[config.mk]
export PLATFORM = sky130hd
export DESIGN_NAME = row_projection_line_detector
export DESIGN_NICKNAME = d
export VERILOG_FILES = /design/src/rtl/rpld_pkg.sv /design/src/rtl/rpld_result_fifo.sv /design/src/rtl/row_projection_line_detector.sv
export SDC_FILE = /design/constraint.sdc
export NUM_CORES = 1
export LEC_CHECK = 0
export BUFFER_PORTS_ARGS = -buffer_cell sky130_fd_sc_hd__clkbuf_2
export CELL_PAD_IN_SITES_DETAIL_PLACEMENT = 0
export CELL_PAD_IN_SITES_GLOBAL_PLACEMENT = 1
export CORE_MARGIN = 8
export CORE_UTILIZATION = 35
export CTS_CLUSTER_DIAMETER = 200
export CTS_CLUSTER_SIZE = 8
export DETAILED_ROUTE_END_ITERATION = 10
export HOLD_SLACK_MARGIN = 0.06
export PLACE_DENSITY = 0.65
export SYNTH_ARGS = -nofsm -noshare
export SYNTH_HDL_FRONTEND = slang
export SYNTH_SLANG_ARGS = --single-unit
[constraint.sdc]
create_clock -name clk -period 15.66 [get_ports clk]
set_clock_uncertainty 0.15 [all_clocks]
set_input_delay 3.132 -clock clk [delete_from_list [all_inputs] [get_ports clk]]
set_output_delay 3.132 -clock clk [all_outputs]
set_load 0.1 [all_outputs]
[src/rtl/rpld_pkg.sv]
`default_nettype none
package rpld_pkg;

	// Largest image dimension; row and column fields span 0 .. MAX_DIM-1
	localparam int unsigned MAX_DIM = 2048;
	localparam int unsigned POS_W   = $clog2(MAX_DIM);
	localparam int unsigned CNT_W   = POS_W + 1;
	localparam logic [CNT_W-1:0] CNT_MAX = CNT_W'(MAX_DIM);

	// Result queue
	localparam int unsigned RES_DEPTH = 4;
	localparam int unsigned PTR_W     = $clog2(RES_DEPTH);

	// Configuration register indexes
	localparam int unsigned CFG_IDX_W = 3;
	typedef enum logic [CFG_IDX_W-1:0] {
		REG_COL_LO         = 3'd0,
		REG_COL_HI         = 3'd1,
		REG_ROW_LO         = 3'd2,
		REG_ROW_HI         = 3'd3,
		REG_LINE_THRESHOLD = 3'd4,
		REG_MIN_LINE_GAP   = 3'd5,
		REG_MIN_PEAK_SEP   = 3'd6
	} cfg_reg_t;

	// Result kinds
	localparam logic KIND_LINE    = 1'b0;
	localparam logic KIND_SUMMARY = 1'b1;

	typedef struct packed {
		logic             pixel_black;
		logic [POS_W-1:0] col;
		logic [POS_W-1:0] row;
		logic             row_end;
		logic             frame_end;
	} pixel_t;

	typedef struct packed {
		logic             kind;
		logic [POS_W-1:0] row_pos;
		logic [CNT_W-1:0] count;
		logic [POS_W-1:0] second_row_pos;
		logic [CNT_W-1:0] second_count;
		logic [CNT_W-1:0] line_total;
		logic             last;
	} result_t;

endpackage
`default_nettype wire

[src/rtl/rpld_result_fifo.sv]
`default_nettype none
module rpld_result_fifo import rpld_pkg::*; (
	input  logic       clk,
	input  logic       arst_n,
	input  logic [1:0] push_cnt,
	input  result_t    push_data0,
	input  result_t    push_data1,
	output logic       has_room,
	output logic       out_valid,
	input  logic       out_ready,
	output result_t    result
);

	result_t          mem_q [RES_DEPTH];
	logic [PTR_W-1:0] wr_ptr_q;
	logic [PTR_W-1:0] rd_ptr_q;
	logic [PTR_W:0]   count_q;
	logic             pop;
	logic [PTR_W-1:0] wr_ptr_p1;

	assign pop       = out_valid && out_ready;
	assign out_valid = (count_q != '0);
	assign result    = mem_q[rd_ptr_q];
	// Room for the worst case of two pushes, ignoring a pop in the same cycle
	assign has_room  = (count_q <= (PTR_W+1)'(RES_DEPTH - 2));
	assign wr_ptr_p1 = wr_ptr_q + PTR_W'(1);

	always_ff @(posedge clk) begin
		if (push_cnt != 2'd0) begin
			mem_q[wr_ptr_q] <= push_data0;
		end
		if (push_cnt == 2'd2) begin
			mem_q[wr_ptr_p1] <= push_data1;
		end
	end

	always_ff @(posedge clk or negedge arst_n) begin
		if (!arst_n) begin
			wr_ptr_q <= '0;
			rd_ptr_q <= '0;
			count_q  <= '0;
		end else begin
			wr_ptr_q <= wr_ptr_q + PTR_W'(push_cnt);
			if (pop) begin
				rd_ptr_q <= rd_ptr_q + PTR_W'(1);
			end
			count_q <= count_q + (PTR_W+1)'(push_cnt) - (PTR_W+1)'(pop);
		end
	end

endmodule
`default_nettype wire

[src/rtl/row_projection_line_detector.sv]
`default_nettype none
// Row projection line detector. Pixels of a binary image arrive in raster order, one per
// transfer, and the block accepts one pixel every clock while the input is not stalled.
// Each accepted pixel lands in an input register; once the result queue has room for two
// results, the row count, the top-two peak tracker and the line detector update from it
// and any results enter a four-entry result queue, whose oldest entry drives the output.
// A row end inside the row band may add a line event; a frame end adds a summary (after
// the line event of the last row, if any) and clears all tracking state, while the
// configuration registers keep their values. Results leave the queue one per clock while
// the output side is ready; the input stalls only while the queue holds more than two
// entries, which happens when the output side is held off or when pixels that each add
// two results come faster than the queue drains. Write the configuration port only while
// no pixel or result is in flight.
module row_projection_line_detector import rpld_pkg::*; (
	input  logic                 clk,
	input  logic                 arst_n,
	input  logic                 in_valid,
	output logic                 in_ready,
	input  pixel_t               pixel,
	output logic                 out_valid,
	input  logic                 out_ready,
	output result_t              result,
	input  logic                 cfg_we,
	input  logic [CFG_IDX_W-1:0] cfg_index,
	input  logic [CNT_W-1:0]     cfg_wdata
);

	// Configuration registers
	logic [POS_W-1:0] col_lo_q;
	logic [CNT_W-1:0] col_hi_q;
	logic [POS_W-1:0] row_lo_q;
	logic [CNT_W-1:0] row_hi_q;
	logic [CNT_W-1:0] line_threshold_q;
	logic [POS_W-1:0] min_line_gap_q;
	logic [POS_W-1:0] min_peak_sep_q;

	// Tracking state
	logic [CNT_W-1:0] row_black_count_q;
	logic [CNT_W-1:0] best_count_q;
	logic [POS_W-1:0] best_row_q;
	logic [CNT_W-1:0] second_count_q;
	logic [POS_W-1:0] second_row_q;
	logic [POS_W-1:0] last_line_row_q;
	logic [CNT_W-1:0] lines_found_q;

	// Input register
	pixel_t pixel_s1;
	logic   valid_s1;
	logic   advance_s1;
	logic   has_room;

	// Stage-one logic
	logic             col_hit;
	logic [CNT_W-1:0] row_cnt;
	logic             row_close;
	logic             in_band;
	logic             peak_far;
	logic             line_far;
	logic             take_peak;
	logic             to_best;
	logic             take_line;
	logic [CNT_W-1:0] best_count_nxt;
	logic [POS_W-1:0] best_row_nxt;
	logic [CNT_W-1:0] second_count_nxt;
	logic [POS_W-1:0] second_row_nxt;
	logic [CNT_W-1:0] lines_found_nxt;
	result_t          line_res;
	result_t          sum_res;
	logic [1:0]       push_cnt;
	result_t          push_data0;

	// Hold the input register until the queue can take both possible results
	assign advance_s1 = valid_s1 && has_room;
	assign in_ready   = !valid_s1 || advance_s1;

	always_ff @(posedge clk or negedge arst_n) begin
		if (!arst_n) begin
			valid_s1 <= 1'b0;
		end else if (in_ready) begin
			valid_s1 <= in_valid;
		end
	end

	always_ff @(posedge clk) begin
		if (in_valid && in_ready) begin
			pixel_s1 <= pixel;
		end
	end

	// Count black pixels inside the column window, saturating at MAX_DIM
	assign col_hit = pixel_s1.pixel_black && (pixel_s1.col >= col_lo_q)
		&& ({1'b0, pixel_s1.col} < col_hi_q);
	assign row_cnt = row_black_count_q
		+ CNT_W'(col_hit && (row_black_count_q < CNT_MAX));

	// A frame end also closes the row
	assign row_close = pixel_s1.row_end || pixel_s1.frame_end;
	assign in_band   = (pixel_s1.row >= row_lo_q) && ({1'b0, pixel_s1.row} < row_hi_q);

	// Distances as sums: a row before the reference is never far enough
	assign peak_far = {1'b0, pixel_s1.row} > ({1'b0, best_row_q} + {1'b0, min_peak_sep_q});
	assign line_far = {1'b0, pixel_s1.row} >= ({1'b0, last_line_row_q} + {1'b0, min_line_gap_q});

	assign take_peak = row_close && in_band && (second_count_q < row_cnt) && peak_far;
	assign to_best   = best_count_q < row_cnt;
	assign take_line = row_close && in_band && (row_cnt > line_threshold_q) && line_far;

	// Top-two tracker: a new best pushes the old best down to second place
	always_comb begin
		best_count_nxt   = best_count_q;
		best_row_nxt     = best_row_q;
		second_count_nxt = second_count_q;
		second_row_nxt   = second_row_q;
		if (take_peak) begin
			if (to_best) begin
				best_count_nxt   = row_cnt;
				best_row_nxt     = pixel_s1.row;
				second_count_nxt = best_count_q;
				second_row_nxt   = best_row_q;
			end else begin
				second_count_nxt = row_cnt;
				second_row_nxt   = pixel_s1.row;
			end
		end
	end

	assign lines_found_nxt = lines_found_q
		+ CNT_W'(take_line && (lines_found_q < CNT_MAX));

	always_comb begin
		line_res                = '0;
		line_res.kind           = KIND_LINE;
		line_res.row_pos        = pixel_s1.row;
		line_res.count          = row_cnt;
		line_res.line_total     = lines_found_nxt;
		line_res.last           = !pixel_s1.frame_end;

		sum_res                 = '0;
		sum_res.kind            = KIND_SUMMARY;
		sum_res.row_pos         = best_row_nxt;
		sum_res.count           = best_count_nxt;
		sum_res.second_row_pos  = second_row_nxt;
		sum_res.second_count    = second_count_nxt;
		sum_res.line_total      = lines_found_nxt;
		sum_res.last            = 1'b1;
	end

	// Line event goes first when both results come from one pixel
	assign push_cnt   = advance_s1 ? (2'(take_line) + 2'(pixel_s1.frame_end)) : 2'd0;
	assign push_data0 = take_line ? line_res : sum_res;

	always_ff @(posedge clk or negedge arst_n) begin
		if (!arst_n) begin
			row_black_count_q <= '0;
			best_count_q      <= '0;
			best_row_q        <= '0;
			second_count_q    <= '0;
			second_row_q      <= '0;
			last_line_row_q   <= '0;
			lines_found_q     <= '0;
		end else if (advance_s1) begin
			if (pixel_s1.frame_end) begin
				// Clear tracking for the next frame
				row_black_count_q <= '0;
				best_count_q      <= '0;
				best_row_q        <= '0;
				second_count_q    <= '0;
				second_row_q      <= '0;
				last_line_row_q   <= '0;
				lines_found_q     <= '0;
			end else begin
				row_black_count_q <= row_close ? '0 : row_cnt;
				best_count_q      <= best_count_nxt;
				best_row_q        <= best_row_nxt;
				second_count_q    <= second_count_nxt;
				second_row_q      <= second_row_nxt;
				lines_found_q     <= lines_found_nxt;
				if (take_line) begin
					last_line_row_q <= pixel_s1.row;
				end
			end
		end
	end

	// Configuration writes; unknown indexes are dropped
	always_ff @(posedge clk or negedge arst_n) begin
		if (!arst_n) begin
			col_lo_q         <= POS_W'(290);
			col_hi_q         <= CNT_W'(870);
			row_lo_q         <= POS_W'(30);
			row_hi_q         <= CNT_W'(787);
			line_threshold_q <= CNT_W'(450);
			min_line_gap_q   <= POS_W'(8);
			min_peak_sep_q   <= POS_W'(5);
		end else if (cfg_we) begin
			case (cfg_reg_t'(cfg_index))
				REG_COL_LO:         col_lo_q         <= cfg_wdata[POS_W-1:0];
				REG_COL_HI:         col_hi_q         <= cfg_wdata;
				REG_ROW_LO:         row_lo_q         <= cfg_wdata[POS_W-1:0];
				REG_ROW_HI:         row_hi_q         <= cfg_wdata;
				REG_LINE_THRESHOLD: line_threshold_q <= cfg_wdata;
				REG_MIN_LINE_GAP:   min_line_gap_q   <= cfg_wdata[POS_W-1:0];
				REG_MIN_PEAK_SEP:   min_peak_sep_q   <= cfg_wdata[POS_W-1:0];
				default: begin
				end
			endcase
		end
	end

	rpld_result_fifo u_res_fifo (
		.clk        (clk),
		.arst_n     (arst_n),
		.push_cnt   (push_cnt),
		.push_data0 (push_data0),
		.push_data1 (sum_res),
		.has_room   (has_room),
		.out_valid  (out_valid),
		.out_ready  (out_ready),
		.result     (result)
	);

endmodule
`default_nettype wire

==> summary.txt, run 1 <==
Power and ir drop
  • Clock power share: around a quarter
  • Reg power frac: 30.9%
  • Combinational share of power: between 40 and 50%
  • Leakage: 9.86 nW
  • Sw Pwr: 0.00240 W
  • Int Power: 0.00282 W
  • Worst IR Drop VDD: approximately 120 uV
  • PwrDens: a little over 200 mW/mm^2
  • Power, Total: 0.00522 W
  • Sw Ratio: a little under half

STA
  • Tmin final: just over 9 ns
  • Setup violators final: 0
  • Final Max Slew Viols: 0
  • Min Hold Slack: 0.310 ns
  • Slew margin rel.: 22.6%
  • Final setup TNS: 0 ns
  • Worst Tran Pin Value: about 1.1 ns
  • Worst Setup Slack, final: 6.44 ns
  • RSZ-0062 raised after global routing: no
  • Endpoints failing hold: 0
  • Max Freq: 108 MHz
  • Tcrit/Tclk final: 58.9%

Synth
  • Async set or reset register ratio after synthesis: 38.9%
  • Avg Cell Area, Syn: about 12 um^2
  • Yosys Warn Count: 0
  • Synth top area cells: edfxtp_1 (35%), dfrtp_1 (16%), ha_1 (7.3%), mux4_2 (6.1%), o2bb2ai_1 (3.8%)
  • Synth Net Count: 2018
  • Part of the Yosys area used for sequential elements: 54.8%
  • Synth Cell Area: 0.0222 mm^2
  • Most frequent cell after synthesis: edfxtp_1
  • Synth area leader: edfxtp_1
  • Number of flops mapped to enable cells by yosys: 257
  • Gate Count Post-Synth: 1840
  • Commonest cells in the netlist: edfxtp_1 (257), nand2_1 (205), nor2_1 (177), dfrtp_1 (144), ha_1 (130)
  • Ys flop type: edfxtp_1
  • Synth Register Bits: 434
  • Synth top area share: approximately a third
  • Synth unique cells: 66

Placed design
  • Post-place setup slack: 6.35 ns
  • GPL Wtd Cong: approximately 0.84
  • Dpl hpwl: 41500 um
  • IO buf count: 106
  • Placed cell count: between 2000 and 3000

Floorplanning
  • Initial Util: 35.3%
  • CORE AREA: 0.0629 mm^2
  • Die Footprint: 0.0716 mm^2
  • Chip height: about 270 um
  • Number of I/O pins: about 110
  • Die Span X: 268 um
  • Row cnt: 92

Route
  • DR vias/cell: 5.30
  • Wirelength per Cell: 22.4 um
  • DR vias: roughly 15000
  • Initial DRT Pass Iterations: 7
  • DRT iter0 DRCs: 1103
  • Antenna viol nets, final: 0
  • Drt total wl: approximately 63000 um
  • DRC errors left: 0

Global route
  • Total GRT Usage: 17.7%
  • First-pass GRT wire length: 97000 um
  • Initial antenna violation count: 1
  • Pin count of the biggest net entering global routing: 76
  • Gr ovfl total: 0
  • Vias in the first global route: between 15000 and 20000

Worst setup path
  • Setup Crit Path Kind: register to register
  • Critical Path Source Type: register
  • Crit path capture type: register
  • Family with the most delay on the worst path: simple AND/OR/NAND/NOR gates
  • CP Max Fanout: 47
  • Worst-path cell with the longest stage delay: nor4_1
  • Worst EP required: 15.89 ns
  • Crit path buffers/inverters: 3
  • Slowest stage delay, CP: 0.81 ns
  • CP arrival: 9.45 ns

Hold path
  • Hold Crit Class: register to register

Clocking
  • Clk_lat worst skew: 0.63 ns
  • Root Buffer: clkbuf_16
  • H-tree levels: 2
  • Num CTS Buffers: 60
  • Post_cts resized: 0
  • Clock transition at path regs: 0.05 ns
  • CTS Sinks: 434
  • Post-CTS Setup Bufs: 0
  • CTS tree: done
  • Cts hold-fix bufs: 0
  • Clock Path Buffers: 3

Flow run
  • Max cap viols: 0

Finish
  • Final nets: 2112
  • Fillcell total: 6043
  • Antenna diodes: 0
  • Layout Cells excl Fill: roughly 2800
  • Area growth syn-to-layout: 14.2%
  • Share of post-route cells with drive strength above 1: 18.2%

Outcome
  • Status: complete, no violations
worst register-to-register path: cells and delay by family, from the launching register on:
kind / cells / cell delay [ns]
and+or+nand+nor: 11 / 3.24
AOI/OAI and AO/OA: 12 / 2.20
adders and majority gates: 4 / 1.61
buffers and inverters: 3 / 0.73
xor gates and xnor gates: 1 / 0.57
DFF: 1 / 0.51
placed cells by master (no fill, tap or decap), drive strengths merged, types with 5 or more instances in the layout:
| cell type | count |
|---|---|
| nor3 | 18 |
| o21a | 5 |
| edfxtp | 257 |
| inv | 93 |
| nor2 | 177 |
| a211oi | 9 |
| clkbuf | 215 |
| or3 | 5 |
| o21bai | 7 |
| xor2 | 17 |
| nor2b | 5 |
| ha | 130 |
| mux2i | 24 |
| and3 | 5 |
| dfrtp | 144 |
| nand4 | 23 |
| dfstp | 25 |
| nand2 | 207 |
| xnor2 | 26 |
| o221ai | 25 |
| o31ai | 10 |
| a21o | 20 |
| dfxtp | 8 |
| nand3 | 53 |
| mux4 | 60 |
| mux2 | 53 |
| buf | 27 |
| nand2b | 16 |
| a21oi | 60 |
| o2bb2ai | 96 |
| o21ai | 108 |
cell families after synthesis:
family / count (synthesis) / synth area share, %
xor+xnor: 43 / 1.70
fa+ha+maj: 133 / 7.61
simple gates: 531 / 10.5
mux: 137 / 9.89
buf+inv: 193 / 3.76
compound gates: 369 / 11.8
flops: 434 / 54.8
through the flow:
step,utilization (%),instance area (um^2)
finish,40.3,25300
global route,40.3,25300
CTS,40.3,25300
detailed placement,37.5,23500
global placement,37.5,23500
floorplan,-,22200
power by group through the flow:
stage	clock (W)	sequential, W	combinational (W)
finish	0.00123	0.00161	0.00238
global route	0.00130	0.00164	0.00257
CTS	0.00126	0.00161	0.00241
floorplan	0	0.00154	0.00189
detailed placement	0	0.00163	0.00241
global placement	0	0.00162	0.00238
worst paths after layout:
path,from,slack [ns],cells after the start,endpoint
max in group asynchronous,arst_n,10.92,3,u_res_fifo.rd_ptr_q[0]
worst max register to register,col_hi_q[1],6.44,31,u_res_fifo.mem_q[2][58]
worst min-delay path,u_res_fifo.mem_q[1][0],0.31,1,u_res_fifo.mem_q[1][0]
worst max-delay path,col_hi_q[1],6.44,31,u_res_fifo.mem_q[2][58]
worst min register to register,u_res_fifo.mem_q[1][0],0.31,1,u_res_fifo.mem_q[1][0]
min in group asynchronous,arst_n,2.37,1,row_black_count_q[1]
registers in the layout (all words and copies together) (netlist names):
name / count
pixel_s1: 14
line_res: 11
u_res_fifo.wr_ptr_q: 2
min_peak_sep_q: 11
best_count_q: 12
col_lo_q: 11
second_count_q: 12
u_res_fifo.count_q: 3
col_hi_q: 12
row_hi_q: 12
valid_s1: 1
row_lo_q: 11
lines_found_q: 12
min_line_gap_q: 11
last_line_row_q: 11
row_black_count_q: 12
u_res_fifo.mem_q: 240
line_threshold_q: 12
best_row_q: 11
second_row_q: 11
u_res_fifo.rd_ptr_q: 2
final cells by class:
type	count	area, um^2	share of cell area [%]
clock inverter	4	77.6	0.306
clock buffer	110	1690	6.67
tap	846	1060	4.18
inverter	93	349	1.38
multi-input combinational	1213	9270	36.6
sequential	434	12100	48.0
timing repair buffer	132	732	2.89
routing by layer:
layer | routed length, um | track usage [%] | share of wire [%]
met1 | 28100 | 23.0 | 44
met2 | 30700 | 30.0 | 48
met3 | 2990 | 3.09 | 4.7
met4 | 1640 | 5.12 | 2.6
met5 | 13 | 0 | 0.020
Note: power is estimated with default switching activity, not from simulation.
==> inputs of run 2 (changes only) <==
--- a/config.mk
+++ b/config.mk
@@ -14,7 +14,7 @@
 export CTS_CLUSTER_SIZE = 8
 export DETAILED_ROUTE_END_ITERATION = 10
 export HOLD_SLACK_MARGIN = 0.06
-export PLACE_DENSITY = 0.65
+export PLACE_DENSITY = 0.67
 export SYNTH_ARGS = -nofsm -noshare
 export SYNTH_HDL_FRONTEND = slang
 export SYNTH_SLANG_ARGS = --single-unit
==> constraint.sdc (replaced) <==
create_clock -name clk -period 7.5 [get_ports clk]
set_clock_uncertainty 0.15 [all_clocks]
set_input_delay 1.5 -clock clk [delete_from_list [all_inputs] [get_ports clk]]
set_output_delay 1.5 -clock clk [all_outputs]
set_load 0.1 [all_outputs]
==> summary.txt, run 2 (same netlist as run 1, synthesis figures left out) <==
Power and ir drop
  • Power, Total: approximately 0.011 W
  • PwrDens: ~430 mW/mm^2
  • Clock power share: 23.4%
  • Int Power: 0.00596 W
  • Sw Ratio: 45.6%
  • Reg power frac: 30.6%
  • Combinational share of power: a little under half
  • Leakage: 10.1 nW
  • Sw Pwr: 0.00500 W
  • Worst IR Drop VDD: 192 uV

Clocking
  • Root Buffer: clkbuf_16
  • Clock transition at path regs: 0.05 ns
  • H-tree levels: 2
  • Clock Path Buffers: 3
  • Num CTS Buffers: 60
  • CTS tree: done
  • Clk_lat worst skew: 0.63 ns
  • CTS Sinks: 434

Worst setup path
  • Worst-path cell with the longest stage delay: dfstp_2
  • CP arrival: 7.33 ns
  • Slowest stage delay, CP: 0.52 ns
  • Setup Crit Path Kind: register to register
  • Crit path capture type: register
  • Worst EP required: 7.86 ns
  • CP Max Fanout: 10
  • Critical Path Most Common Cell: ha_1
  • Critical Path Source Type: register

Placed design
  • Post-DP Area: 0.0240 mm^2
  • Dpl hpwl: 41800 um
  • Post-place setup slack: ~0.4 ns
  • IO buf count: 106
  • GPL Wtd Cong: 0.836

Finish
  • Number of flip-flops in the largest register: 240
  • Finished Cell Area: about 0.026 mm^2
  • Share of post-route cells with drive strength above 1: 19.8%
  • Area growth syn-to-layout: 16.2%
  • Final nets: 2147
  • Commonest non-fill, non-tap cells in the layout: edfxtp_1 (257), nand2_1 (204), nor2_1 (177), dfrtp_1 (142), ha_1 (129)
  • Commonest non-fill, non-tap cell in the layout: edfxtp_1
  • Reg with most FFs: u_res_fifo.mem_q
  • Biggest regs: u_res_fifo.mem_q x240, pixel_s1 x14
  • Antenna diodes: 0

Route
  • Drt total wl: 62000 um
  • DRT iter0 DRCs: 1135
  • Antenna viol nets, final: 0
  • DRC errors left: 0
  • Initial DRT Pass Iterations: 6
  • DR vias/cell: roughly 5.3
  • DR vias: 15200
  • Wirelength per Cell: around 22 um

STA
  • Setup violators final: 0
  • Worst Setup Slack, final: between 0.5 and 0.6 ns
  • Tmin final: 6.96 ns
  • Final Max Slew Viols: 0
  • Max Freq: about 140 MHz
  • Worst Tran Pin Value: 1.14 ns
  • Endpoints failing hold: 0
  • RSZ-0062 raised after global routing: no
  • Slew margin rel.: between 20% and 30%
  • Final setup TNS: 0 ns
  • Tcrit/Tclk final: a little over 90%

Global route
  • Vias in the first global route: 15700
  • Initial antenna violation count: 0
  • Total GRT Usage: 17.3%
  • Pin count of the biggest net entering global routing: 85
  • Gr ovfl total: 0
  • First-pass GRT wire length: 95900 um

Outcome
  • Status: complete, no violations

Hold path
  • Hold Crit Class: register to register

Floorplanning
  • Number of I/O pins: around 110
  • Chip height: 268 um
  • Row cnt: 92
  • CORE AREA: 0.0629 mm^2
  • Die Footprint: around 0.072 mm^2
  • Initial Util: 35.3%
  • Die Span X: 268 um

Flow run
  • Max cap viols: 0
run 2: layout make-up:
class	count	area [um^2]
Multi-Input combinational cell	1213	9300
Clock buffer	111	1710
Inverter	93	364
Clock inverter	3	68.8
Fill cell	6010	37100
Sequential cell	434	12100
Timing Repair Buffer	167	1120
Tap cell	846	1060
run 2: stage by stage:
stage	util (%)	std cells	hold WS (ns)
final	41.0	2867	0.316
after global routing	41.0	2867	0.330
after CTS	40.9	2864	0.314
after detailed placement	38.1	2750	0.307
after global placement	38.1	2750	0.304
after floorplan	-	1840	0.282
run 2: final timing paths:
check | end | cells past startpoint | slack, ns | startpoint
max reg2reg | u_res_fifo.count_q[2] | 30 | 0.54 | col_hi_q[1]
min reg2reg | u_res_fifo.mem_q[0][59] | 2 | 0.32 | u_res_fifo.mem_q[0][59]
max in group asynchronous | col_lo_q[9] | 2 | 5.17 | arst_n
min | u_res_fifo.mem_q[0][59] | 2 | 0.32 | u_res_fifo.mem_q[0][59]
min in group asynchronous | col_lo_q[6] | 1 | 0.79 | arst_n
max | u_res_fifo.count_q[2] | 30 | 0.54 | col_hi_q[1]
run 2: worst max-delay path: cells and delay by family, from the launching register on:
kind            cells  cell delay, ns
compound gates      9            1.90
fa+ha+maj           6            1.88
buf+inv             4            0.54
xor+xnor            3            0.45
simple gates        8            1.43
flops               1            0.52
run 2: routing by layer:
| metal | track usage (%) | share of wire, % | wire, um |
|---|---|---|---|
| met3 | 2.92 | 5.4 | 3350 |
| met5 | 0 | 0 | 0 |
| met2 | 28.8 | 48 | 29700 |
| met4 | 4.58 | 2.2 | 1350 |
| met1 | 23.3 | 45 | 27600 |
run 2: power by group through the flow:
stage	Combinational, W	Sequential, W	Clock (W)
final	0.00503	0.00336	0.00257
after global routing	0.00544	0.00341	0.00274
after CTS	0.00510	0.00336	0.00264
after detailed placement	0.00508	0.00340	0
after global placement	0.00503	0.00338	0
after floorplan	0.00394	0.00322	0
run 2: repair_timing:
| item | 4_1_cts | 5_1_grt |
|---|---|---|
| gates resized for setup | 0 | 4 |
| endpoints found under the setup margin | 0 | 56 |
| setup buffers | 0 | 3 |
| hold buffers | 0 | 0 |
